===== config.mk =====
export PLATFORM = sky130hd
export DESIGN_NAME = granule_bitmap_mark_allocated
export DESIGN_NICKNAME = d
export VERILOG_FILES = /design/src/hdl/gbma_pkg.sv /design/src/hdl/gbma_ram.sv /design/src/hdl/gbma_fifo.sv /design/src/hdl/gbma_front.sv /design/src/hdl/gbma_back.sv /design/src/hdl/granule_bitmap_mark_allocated.sv
export VERILOG_INCLUDE_DIRS = /design/src /design/src/hdl
export SDC_FILE = /design/constraint.sdc
export NUM_CORES = 2
export LEC_CHECK = 0
export ABC_AREA = 1
export BUFFER_PORTS_ARGS = -buffer_cell sky130_fd_sc_hd__buf_2
export CAP_MARGIN = 20
export CORE_MARGIN = 3
export CORE_UTILIZATION = 30
export DETAILED_ROUTE_END_ITERATION = 6
export GPL_TIMING_DRIVEN = 0
export SLEW_MARGIN = 0
export SYNTH_ARGS = -nofsm -noshare
export SYNTH_HDL_FRONTEND = slang
export SYNTH_HIERARCHICAL = 1
export SYNTH_SLANG_ARGS = --single-unit

===== constraint.sdc =====
create_clock -name clk_i -period 31.6 [get_ports clk_i]
set_input_delay 3.16 -clock clk_i [delete_from_list [all_inputs] [get_ports clk_i]]
set_output_delay 3.16 -clock clk_i [all_outputs]
set_load 0.05 [all_outputs]

===== src/hdl/granule_bitmap_mark_allocated_defines.svh =====
// assertion macros for the granule bitmap mark-allocated block
// used by the top level only; expects clk_i and rst_ni in scope
`ifndef GRANULE_BITMAP_MARK_ALLOCATED_DEFINES_SVH
`define GRANULE_BITMAP_MARK_ALLOCATED_DEFINES_SVH

// consequent must hold in the same cycle as the antecedent
`define GBMA_ASSERT_SAME(lbl, ante, cons, msg) \
  lbl: assert property (@(posedge clk_i) disable iff (!rst_ni) (ante) |-> (cons)) \
    else $error(msg);

// consequent must hold in the cycle after the antecedent
`define GBMA_ASSERT_NEXT(lbl, ante, cons, msg) \
  lbl: assert property (@(posedge clk_i) disable iff (!rst_ni) (ante) |=> (cons)) \
    else $error(msg);

`endif


===== src/hdl/gbma_pkg.sv =====
// shared types and constants for the granule bitmap mark-allocated block
// no dependencies
`timescale 1ns / 1ps

package gbma_pkg;

  localparam int unsigned WORD_BITS = 32;
  localparam int unsigned BIT_IDX_W = 5;
  localparam logic [31:0] FULL_MASK = 32'hffff_ffff;

  // configuration register indexes (paddr bit 2)
  localparam logic REG_HEAP_START    = 1'b0;
  localparam logic REG_GRANULE_SHIFT = 1'b1;

  localparam logic [4:0] GRANULE_SHIFT_RST = 5'd6;

  // classified request from the front part
  typedef struct packed {
    logic        pass;
    logic [31:0] address;
    logic [31:0] lo_mask;
    logic [31:0] hi_mask;
  } gbma_req_t;

  // one result item
  typedef struct packed {
    logic        ok;
    logic [31:0] address;
  } gbma_res_t;

  // status of the back part
  typedef struct packed {
    logic clearing;
    logic busy;
  } gbma_stat_t;

endpackage


===== src/hdl/gbma_ram.sv =====
// generic single-write, single-read ram with registered read data
// no dependencies
`timescale 1ns / 1ps

module gbma_ram #(
  parameter int unsigned WIDTH = 32,
  parameter int unsigned DEPTH = 16,
  parameter int unsigned AW    = (DEPTH > 1) ? $clog2(DEPTH) : 1
) (
  input  logic             clk_i,
  input  logic             we_i,
  input  logic [AW-1:0]    waddr_i,
  input  logic [WIDTH-1:0] wdata_i,
  input  logic [AW-1:0]    raddr_i,
  output logic [WIDTH-1:0] rdata_o
);

  logic [WIDTH-1:0] mem_q [DEPTH];
  logic [WIDTH-1:0] rdata_q;

  // write port
  always_ff @(posedge clk_i) begin
    if (we_i) begin
      mem_q[waddr_i] <= wdata_i;
    end
  end

  // registered read port
  always_ff @(posedge clk_i) begin
    rdata_q <= mem_q[raddr_i];
  end

  assign rdata_o = rdata_q;

endmodule


===== src/hdl/gbma_fifo.sv =====
// small flip-flop queue used between the front and back parts and for results
// no dependencies
`timescale 1ns / 1ps

module gbma_fifo #(
  parameter int unsigned WIDTH = 32,
  parameter int unsigned DEPTH = 2
) (
  input  logic             clk_i,
  input  logic             rst_ni,
  input  logic             push_i,
  input  logic [WIDTH-1:0] wdata_i,
  input  logic             pop_i,
  output logic [WIDTH-1:0] rdata_o,
  output logic             full_o,
  output logic             empty_o
);

  localparam int unsigned PTR_W = (DEPTH > 1) ? $clog2(DEPTH) : 1;
  localparam int unsigned CNT_W = $clog2(DEPTH + 1);

  logic [WIDTH-1:0] mem_q [DEPTH];
  logic [PTR_W-1:0] wr_ptr_q, wr_ptr_d;
  logic [PTR_W-1:0] rd_ptr_q, rd_ptr_d;
  logic [CNT_W-1:0] cnt_q, cnt_d;
  logic             do_push, do_pop;

  assign full_o  = (cnt_q == CNT_W'(DEPTH));
  assign empty_o = (cnt_q == '0);
  assign do_push = push_i && !full_o;
  assign do_pop  = pop_i && !empty_o;
  assign rdata_o = mem_q[rd_ptr_q];

  // pointer and fill count update
  always_comb begin
    wr_ptr_d = wr_ptr_q;
    rd_ptr_d = rd_ptr_q;
    cnt_d    = cnt_q;
    if (do_push) begin
      wr_ptr_d = (wr_ptr_q == PTR_W'(DEPTH - 1)) ? '0 : wr_ptr_q + PTR_W'(1);
    end
    if (do_pop) begin
      rd_ptr_d = (rd_ptr_q == PTR_W'(DEPTH - 1)) ? '0 : rd_ptr_q + PTR_W'(1);
    end
    if (do_push && !do_pop) begin
      cnt_d = cnt_q + CNT_W'(1);
    end else if (do_pop && !do_push) begin
      cnt_d = cnt_q - CNT_W'(1);
    end
  end

  always_ff @(posedge clk_i or negedge rst_ni) begin
    if (!rst_ni) begin
      wr_ptr_q <= '0;
      rd_ptr_q <= '0;
      cnt_q    <= '0;
    end else begin
      wr_ptr_q <= wr_ptr_d;
      rd_ptr_q <= rd_ptr_d;
      cnt_q    <= cnt_d;
    end
  end

  // storage
  always_ff @(posedge clk_i) begin
    if (do_push) begin
      mem_q[wr_ptr_q] <= wdata_i;
    end
  end

endmodule


===== src/hdl/gbma_front.sv =====
// front part: takes requests, computes the granule and run masks, rejects bad ones
// depends on gbma_pkg
`timescale 1ns / 1ps

module gbma_front #(
  parameter int unsigned TABLE_WORDS = 32,
  parameter int unsigned WIDX_W      = (TABLE_WORDS > 1) ? $clog2(TABLE_WORDS) : 1
) (
  input  logic                     clk_i,
  input  logic                     rst_ni,
  input  logic                     push,
  output logic                     full,
  input  logic [31:0]              address_i,
  input  logic [5:0]               count_i,
  input  logic [31:0]              heap_start_i,
  input  logic [4:0]               granule_shift_i,
  input  logic                     clearing_i,
  input  logic                     q_full_i,
  output logic                     q_push_o,
  output logic [WIDX_W-1:0]        q_widx_o,
  output gbma_pkg::gbma_req_t      q_req_o
);

  import gbma_pkg::*;

  localparam logic [32:0] GRAN_LIMIT = 33'(TABLE_WORDS * WORD_BITS);
  localparam logic [WIDX_W:0] WORDS_W = (WIDX_W + 1)'(TABLE_WORDS);

  logic        f_valid_q, f_valid_d;
  logic [31:0] f_addr_q;
  logic [5:0]  f_cnt_q;
  logic        accept;

  logic                 below, cnt_bad, over, past_end;
  logic [31:0]          offset, gran, base_mask;
  logic [32:0]          gran_end;
  logic [63:0]          run;
  logic [WIDX_W-1:0]    widx;
  logic [BIT_IDX_W-1:0] bit_idx;

  // input stage handshake
  assign full     = clearing_i || (f_valid_q && q_full_i);
  assign accept   = push && !full;
  assign q_push_o = f_valid_q && !q_full_i;

  always_comb begin
    f_valid_d = f_valid_q;
    if (accept) begin
      f_valid_d = 1'b1;
    end else if (q_push_o) begin
      f_valid_d = 1'b0;
    end
  end

  always_ff @(posedge clk_i or negedge rst_ni) begin
    if (!rst_ni) begin
      f_valid_q <= 1'b0;
    end else begin
      f_valid_q <= f_valid_d;
    end
  end

  always_ff @(posedge clk_i) begin
    if (accept) begin
      f_addr_q <= address_i;
      f_cnt_q  <= count_i;
    end
  end

  // granule number and range checks
  assign below    = (f_addr_q < heap_start_i);
  assign cnt_bad  = (f_cnt_q == 6'd0) || (f_cnt_q > 6'd32);
  assign offset   = f_addr_q - heap_start_i;
  assign gran     = offset >> granule_shift_i;
  assign gran_end = {1'b0, gran} + 33'(f_cnt_q);
  assign over     = (gran_end > GRAN_LIMIT);
  assign widx     = WIDX_W'(gran >> BIT_IDX_W);
  assign bit_idx  = gran[BIT_IDX_W-1:0];

  // run mask over a two-word window
  assign base_mask = f_cnt_q[5] ? FULL_MASK : ((32'd1 << f_cnt_q[4:0]) - 32'd1);
  assign run       = {32'd0, base_mask} << bit_idx;
  assign past_end  = (run[63:32] != '0) && (({1'b0, widx} + (WIDX_W + 1)'(1)) >= WORDS_W);

  assign q_widx_o        = widx;
  assign q_req_o.pass    = !(below || cnt_bad || over || past_end);
  assign q_req_o.address = f_addr_q;
  assign q_req_o.lo_mask = run[31:0];
  assign q_req_o.hi_mask = run[63:32];

endmodule


===== src/hdl/gbma_back.sv =====
// back part: bitmap in even/odd word banks, read-check-write of one request
// depends on gbma_pkg and gbma_ram
`timescale 1ns / 1ps

module gbma_back #(
  parameter int unsigned TABLE_WORDS = 32,
  parameter int unsigned WIDX_W      = (TABLE_WORDS > 1) ? $clog2(TABLE_WORDS) : 1
) (
  input  logic                     clk_i,
  input  logic                     rst_ni,
  input  logic                     q_empty_i,
  input  logic [WIDX_W-1:0]        q_widx_i,
  input  gbma_pkg::gbma_req_t      q_req_i,
  output logic                     q_pop_o,
  input  logic                     res_full_i,
  output logic                     res_push_o,
  output gbma_pkg::gbma_res_t      res_o,
  output gbma_pkg::gbma_stat_t     stat_o
);

  import gbma_pkg::*;

  localparam int unsigned BANK_DEPTH = (TABLE_WORDS + 1) / 2;
  localparam int unsigned BANK_AW    = (BANK_DEPTH > 1) ? $clog2(BANK_DEPTH) : 1;

  // bank address of the even word in the window
  function automatic logic [BANK_AW-1:0] even_addr(input logic [WIDX_W-1:0] w);
    logic [WIDX_W:0] wp1;
    wp1 = {1'b0, w} + (WIDX_W + 1)'(1);
    return w[0] ? BANK_AW'(wp1 >> 1) : BANK_AW'(w >> 1);
  endfunction

  logic               clr_q, clr_d;
  logic [BANK_AW-1:0] clr_addr_q, clr_addr_d;
  logic               busy_q;
  logic               start;
  logic [WIDX_W-1:0]  ent_widx_q;
  gbma_req_t          ent_req_q;

  logic [BANK_AW-1:0] ev_raddr, od_raddr, ev_addr, od_addr;
  logic [31:0]        ev_mask, od_mask, ev_rdata, od_rdata;
  logic               conflict, success;
  logic               ev_we, od_we;
  logic [BANK_AW-1:0] ev_waddr, od_waddr;
  logic [31:0]        ev_wdata, od_wdata;

  // clearing sweep after reset
  always_comb begin
    clr_d      = clr_q;
    clr_addr_d = clr_addr_q;
    if (clr_q) begin
      if (clr_addr_q == BANK_AW'(BANK_DEPTH - 1)) begin
        clr_d = 1'b0;
      end else begin
        clr_addr_d = clr_addr_q + BANK_AW'(1);
      end
    end
  end

  // start a request when idle and a result slot is free
  assign start   = !clr_q && !busy_q && !q_empty_i && !res_full_i;
  assign q_pop_o = start;

  always_ff @(posedge clk_i or negedge rst_ni) begin
    if (!rst_ni) begin
      clr_q      <= 1'b1;
      clr_addr_q <= '0;
      busy_q     <= 1'b0;
    end else begin
      clr_q      <= clr_d;
      clr_addr_q <= clr_addr_d;
      busy_q     <= start;
    end
  end

  always_ff @(posedge clk_i) begin
    if (start) begin
      ent_widx_q <= q_widx_i;
      ent_req_q  <= q_req_i;
    end
  end

  // read addresses from the queue head
  assign ev_raddr = even_addr(q_widx_i);
  assign od_raddr = BANK_AW'(q_widx_i >> 1);

  // window mapping of the request in flight
  assign ev_addr = even_addr(ent_widx_q);
  assign od_addr = BANK_AW'(ent_widx_q >> 1);
  assign ev_mask = ent_widx_q[0] ? ent_req_q.hi_mask : ent_req_q.lo_mask;
  assign od_mask = ent_widx_q[0] ? ent_req_q.lo_mask : ent_req_q.hi_mask;

  // check and mark
  assign conflict = ((ev_rdata & ev_mask) != '0) || ((od_rdata & od_mask) != '0);
  assign success  = ent_req_q.pass && !conflict;

  assign ev_we    = clr_q || (busy_q && success && (ev_mask != '0));
  assign od_we    = clr_q || (busy_q && success && (od_mask != '0));
  assign ev_waddr = clr_q ? clr_addr_q : ev_addr;
  assign od_waddr = clr_q ? clr_addr_q : od_addr;
  assign ev_wdata = clr_q ? '0 : (ev_rdata | ev_mask);
  assign od_wdata = clr_q ? '0 : (od_rdata | od_mask);

  gbma_ram #(
    .WIDTH (WORD_BITS),
    .DEPTH (BANK_DEPTH)
  ) u_even_bank (
    .clk_i   (clk_i),
    .we_i    (ev_we),
    .waddr_i (ev_waddr),
    .wdata_i (ev_wdata),
    .raddr_i (ev_raddr),
    .rdata_o (ev_rdata)
  );

  gbma_ram #(
    .WIDTH (WORD_BITS),
    .DEPTH (BANK_DEPTH)
  ) u_odd_bank (
    .clk_i   (clk_i),
    .we_i    (od_we),
    .waddr_i (od_waddr),
    .wdata_i (od_wdata),
    .raddr_i (od_raddr),
    .rdata_o (od_rdata)
  );

  // result
  assign res_push_o    = busy_q;
  assign res_o.ok      = success;
  assign res_o.address = success ? ent_req_q.address : '0;

  assign stat_o.clearing = clr_q;
  assign stat_o.busy     = busy_q;

endmodule


===== src/hdl/granule_bitmap_mark_allocated.sv =====
// top level of the granule bitmap mark-allocated block
// depends on gbma_pkg, gbma_front, gbma_fifo, gbma_back and the assertion header
//
//   channel   direction  handshake             payload
//   request   in         push / full           address_i, count_i
//   result    out        empty / pop           ok_o, result_address_o
//   config    in         psel/penable/pwrite   paddr, pwdata, prdata (pready tied high)
//
// in the back part a request goes through a registered bitmap read, then check and write
// the back part starts no new request while one is in flight; results pass through the result queue
// after reset the bitmap banks are swept to zero, full held high
// a two-entry queue parts front and back; a two-entry result queue buffers results against pop stalls
// configuration writes go straight into the registers and are taken at any time
`timescale 1ns / 1ps
`include "granule_bitmap_mark_allocated_defines.svh"

module granule_bitmap_mark_allocated #(
  parameter int unsigned TABLE_WORDS = 32
) (
  input  logic        clk_i,
  input  logic        rst_ni,
  input  logic        push,
  output logic        full,
  input  logic [31:0] address_i,
  input  logic [5:0]  count_i,
  output logic        empty,
  input  logic        pop,
  output logic        ok_o,
  output logic [31:0] result_address_o,
  input  logic        psel,
  input  logic        penable,
  input  logic        pwrite,
  input  logic [2:0]  paddr,
  input  logic [31:0] pwdata,
  output logic [31:0] prdata,
  output logic        pready
);

  import gbma_pkg::*;

  localparam int unsigned WIDX_W  = (TABLE_WORDS > 1) ? $clog2(TABLE_WORDS) : 1;
  localparam int unsigned REQ_W   = WIDX_W + $bits(gbma_req_t);
  localparam int unsigned RES_W   = $bits(gbma_res_t);

  logic [31:0] heap_start_q;
  logic [4:0]  granule_shift_q;
  logic        cfg_write;

  logic              q_push, q_pop, q_full, q_empty;
  logic [WIDX_W-1:0] f_widx, b_widx;
  gbma_req_t         f_req, b_req;
  logic [REQ_W-1:0]  q_rdata;

  logic       res_push, res_full;
  gbma_res_t  res_in, res_out;
  logic [RES_W-1:0] res_rdata;
  gbma_stat_t bstat;

  // configuration registers
  assign pready    = 1'b1;
  assign cfg_write = psel && penable && pwrite && pready;

  always_ff @(posedge clk_i or negedge rst_ni) begin
    if (!rst_ni) begin
      heap_start_q    <= '0;
      granule_shift_q <= GRANULE_SHIFT_RST;
    end else if (cfg_write) begin
      unique case (paddr[2])
        REG_HEAP_START:    heap_start_q    <= pwdata;
        REG_GRANULE_SHIFT: granule_shift_q <= pwdata[4:0];
        default:           heap_start_q    <= heap_start_q;
      endcase
    end
  end

  assign prdata = (paddr[2] == REG_GRANULE_SHIFT) ? {27'd0, granule_shift_q} : heap_start_q;

  // front part
  gbma_front #(
    .TABLE_WORDS (TABLE_WORDS)
  ) u_front (
    .clk_i           (clk_i),
    .rst_ni          (rst_ni),
    .push            (push),
    .full            (full),
    .address_i       (address_i),
    .count_i         (count_i),
    .heap_start_i    (heap_start_q),
    .granule_shift_i (granule_shift_q),
    .clearing_i      (bstat.clearing),
    .q_full_i        (q_full),
    .q_push_o        (q_push),
    .q_widx_o        (f_widx),
    .q_req_o         (f_req)
  );

  // request queue between front and back
  gbma_fifo #(
    .WIDTH (REQ_W),
    .DEPTH (2)
  ) u_req_q (
    .clk_i   (clk_i),
    .rst_ni  (rst_ni),
    .push_i  (q_push),
    .wdata_i ({f_widx, f_req}),
    .pop_i   (q_pop),
    .rdata_o (q_rdata),
    .full_o  (q_full),
    .empty_o (q_empty)
  );

  assign b_widx = q_rdata[REQ_W-1 -: WIDX_W];
  assign b_req  = q_rdata[$bits(gbma_req_t)-1:0];

  // back part
  gbma_back #(
    .TABLE_WORDS (TABLE_WORDS)
  ) u_back (
    .clk_i      (clk_i),
    .rst_ni     (rst_ni),
    .q_empty_i  (q_empty),
    .q_widx_i   (b_widx),
    .q_req_i    (b_req),
    .q_pop_o    (q_pop),
    .res_full_i (res_full),
    .res_push_o (res_push),
    .res_o      (res_in),
    .stat_o     (bstat)
  );

  // result queue
  gbma_fifo #(
    .WIDTH (RES_W),
    .DEPTH (2)
  ) u_res_q (
    .clk_i   (clk_i),
    .rst_ni  (rst_ni),
    .push_i  (res_push),
    .wdata_i (res_in),
    .pop_i   (pop),
    .rdata_o (res_rdata),
    .full_o  (res_full),
    .empty_o (empty)
  );

  assign res_out          = res_rdata;
  assign ok_o             = res_out.ok;
  assign result_address_o = res_out.address;

  // checks
  `GBMA_ASSERT_SAME(a_clear_holds_full, bstat.clearing, full, "request taken during bitmap clear")
  `GBMA_ASSERT_SAME(a_fail_addr_zero, !empty && !ok_o, result_address_o == 32'd0, "failed transfer carries an address")
  `GBMA_ASSERT_NEXT(a_busy_one_cycle, bstat.busy, !bstat.busy, "back part started on a request still in flight")
  `GBMA_ASSERT_SAME(a_no_work_in_clear, bstat.clearing, !bstat.busy && q_empty, "request in back part during clear")

endmodule


==> results.sh <==
export IMPL_status="finished, violations left"
export IMPL_violations="DRC"
export IMPL_skew_ps=64.0
export IMPL_crit_cells=7
export IMPL_final_cell_mix="2750 x nand2_1, 1434 x edfxtp_1, 1274 x inv_1"
export IMPL_cp_endpoint="prdata[3]"
export IMPL_syn_area_um2=74600
export IMPL_setup_viol=0
export IMPL_tightest_slew_ps=1100
export IMPL_port_buffer_count=144
export IMPL_cts_resized=0
export IMPL_initial_core_util=0.302
export IMPL_fillers=24700
export IMPL_ff2ff_path_depth=36
export IMPL_endpoint_kind="output pin"
export IMPL_arrival_ps=4360
export IMPL_period_share=0.238
export IMPL_routed_wl_mm=240
export IMPL_design_core_area_um2=247000
export IMPL_cp_max_fo=10
export IMPL_grt_total_usage=0.183
export IMPL_timing_slew_headroom=0.270
export IMPL_layout_drive_gt1_share=0.107
export IMPL_place_gp_congestion=0.942
export IMPL_cpPeakStageDelay_ps=290
export IMPL_dp_hpwl_mm=177
export IMPL_worst_path_most_repeated_cell="buf_2"
export IMPL_drtIter0Drc=5661
export IMPL_die_area_um2=255000
export IMPL_reg2reg_from="u_front/f_addr_q[0]$_DFFE_PP_"
export IMPL_hold_viol=0
export IMPL_area_growth_syn_to_layout_pct=15.5
export IMPL_crit_path_start_kind="primary input"
export IMPL_num_rows=182
export IMPL_holdCritPathClass="reg -> reg"
export IMPL_vdd_drop_max_mv=0.0684
export IMPL_grt_pass1_vias=54500
export IMPL_cts_root_buf="clkbuf_16"
export IMPL_rsz0062_at_grt="no"
export IMPL_die_y_um=505
export IMPL_cts_sinks=1550
export IMPL_clockBufferDepth=3
export IMPL_yosysWarnings=6
export IMPL_maxCapViolCount=0
export IMPL_num_vias=56900
export IMPL_cts_tree="done"
export IMPL_via_per_inst=4.78
export IMPL_fmax_mhz=133
export IMPL_overflow=0
export IMPL_p_leak_nw=37.4
export IMPL_synth_cells=8081
export IMPL_hold_slack_ps=483
export IMPL_grt_max_degree=60
export IMPL_cts_buffers_inserted=164
export IMPL_drt_pass1_iterations=7
export IMPL_antenna_found_initial=8
export IMPL_power_mw=9.73
export IMPL_grt_pass1_wl_mm=353
export IMPL_drc_errors=4
export IMPL_clk_latency_ps=820
export IMPL_reg2reg_to="u_req_q/mem_q[0][96]$_DFFE_PP_"
export IMPL_cts_hold_buffers=0
export IMPL_crit_family="buffers and inverters"
export IMPL_design_area_um2=86200
export IMPL_cts_setup_buffers=0
export IMPL_drtAntennaViolNets=0
export IMPL_die_w_um=505
export IMPL_cp_num_buf_inv=5
export IMPL_hp_start="u_req_q/wr_ptr_q$_DFFE_PN0P_"
export IMPL_io_pins=148
export IMPL_wl_per_cell_um=20.2
export IMPL_path_class="in -> out"
export IMPL_cellPowerDensity_nw_per_um2=113
export IMPL_fin_ws_ps=24080
export IMPL_nNetsFinal=8571
export IMPL_setup_tns_ps=0
export IMPL_clkTransAtPathRegs_ps=60
export IMPL_worstPathRequired_ps=28440
export IMPL_place_ws_ps=24070
export IMPL_crit_chain="buf_2, inv_1, buf_2, buf_2, nand2_1, nand2_1, buf_2"
export IMPL_placed_area_um2=80700
export IMPL_slew_viol_final=0
export IMPL_synth_avg_cell_area_um2=9.23
export IMPL_syn_nets=8208
export IMPL_final_common_cell="nand2_1"
export IMPL_fin_crit_ps=7520
export IMPL_htreeDepth=4
export IMPL_critPathLaunch="paddr[2]"
export IMPL_r2r_setup_slack_ps=24760
export IMPL_crit_path_top_delay_cell="buf_2"
-- where the power goes --
group	switching [mW]	internal, mW	total (mW)
combinational	3.52	1.23	4.75
clock	0.807	1.12	1.93
sequential	0.148	2.91	3.06
-- layout make-up --
type / count / area, um^2 / area share
diodes: 3 / 7.51 / 0.0000871
plain buffers: 364 / 2320 / 0.0270
clock buffers: 228 / 4660 / 0.0541
clock inverters: 79 / 795 / 0.00922
inverters: 1308 / 4920 / 0.0571
multi-input cells: 4859 / 22000 / 0.255
flip-flops and latches: 1550 / 45600 / 0.530
well taps: 3312 / 4140 / 0.0481
repair buffers: 197 / 1720 / 0.0200
-- worst min-delay path: stages, from the launching register on --
cell     delay (ps)
dfrtp_1         340
nand2_1          50
nand2_1          50
-- state kept, by name (all words and copies together) (netlist names), 2 cells and up --
signal and flops:
u_back/u_even_bank/mem_q 512, u_back/u_odd_bank/mem_q 512, u_req_q/mem_q 204, u_back/ent_req_q 97
u_res_q/mem_q 66, heap_start_q 32, u_back/u_even_bank/rdata_o 32, u_back/u_odd_bank/rdata_o 32
u_front/f_addr_q 32, u_front/f_cnt_q 6, granule_shift_q 5, u_back/ent_widx_q 5
u_back/clr_addr_q 4, u_req_q/cnt_q 2, u_res_q/cnt_q 2
-- worst min path at each step --
stage,cells past startpoint,end,slack [ps]
after floorplan,0,u_req_q/mem_q[0][64]$_DFFE_PP_,450
after global placement,2,u_res_q/wr_ptr_q$_DFFE_PN0P_,460
after detailed placement,2,u_req_q/wr_ptr_q$_DFFE_PN0P_,470
after CTS,2,u_req_q/wr_ptr_q$_DFFE_PN0P_,480
after global routing,2,u_res_q/wr_ptr_q$_DFFE_PN0P_,510
final,2,u_req_q/wr_ptr_q$_DFFE_PN0P_,480
-- per-stage QoR --
stage / utilization / std cells
after floorplan: - / 8081
after global placement: 0.322 / 11500
after detailed placement: 0.327 / 11600
after CTS: 0.349 / 11900
after global routing: 0.350 / 11900
final: 0.350 / 11900
-- metal layers --
layer	vias up	part of all wire	track usage
met2	2255	0.47	0.304
met3	421	0.069	0.0235
met5	-	0	0
li1	26800	-	-
met1	27400	0.42	0.246
met4	0	0.037	0.0654
Power figures use the tool's default switching activity.
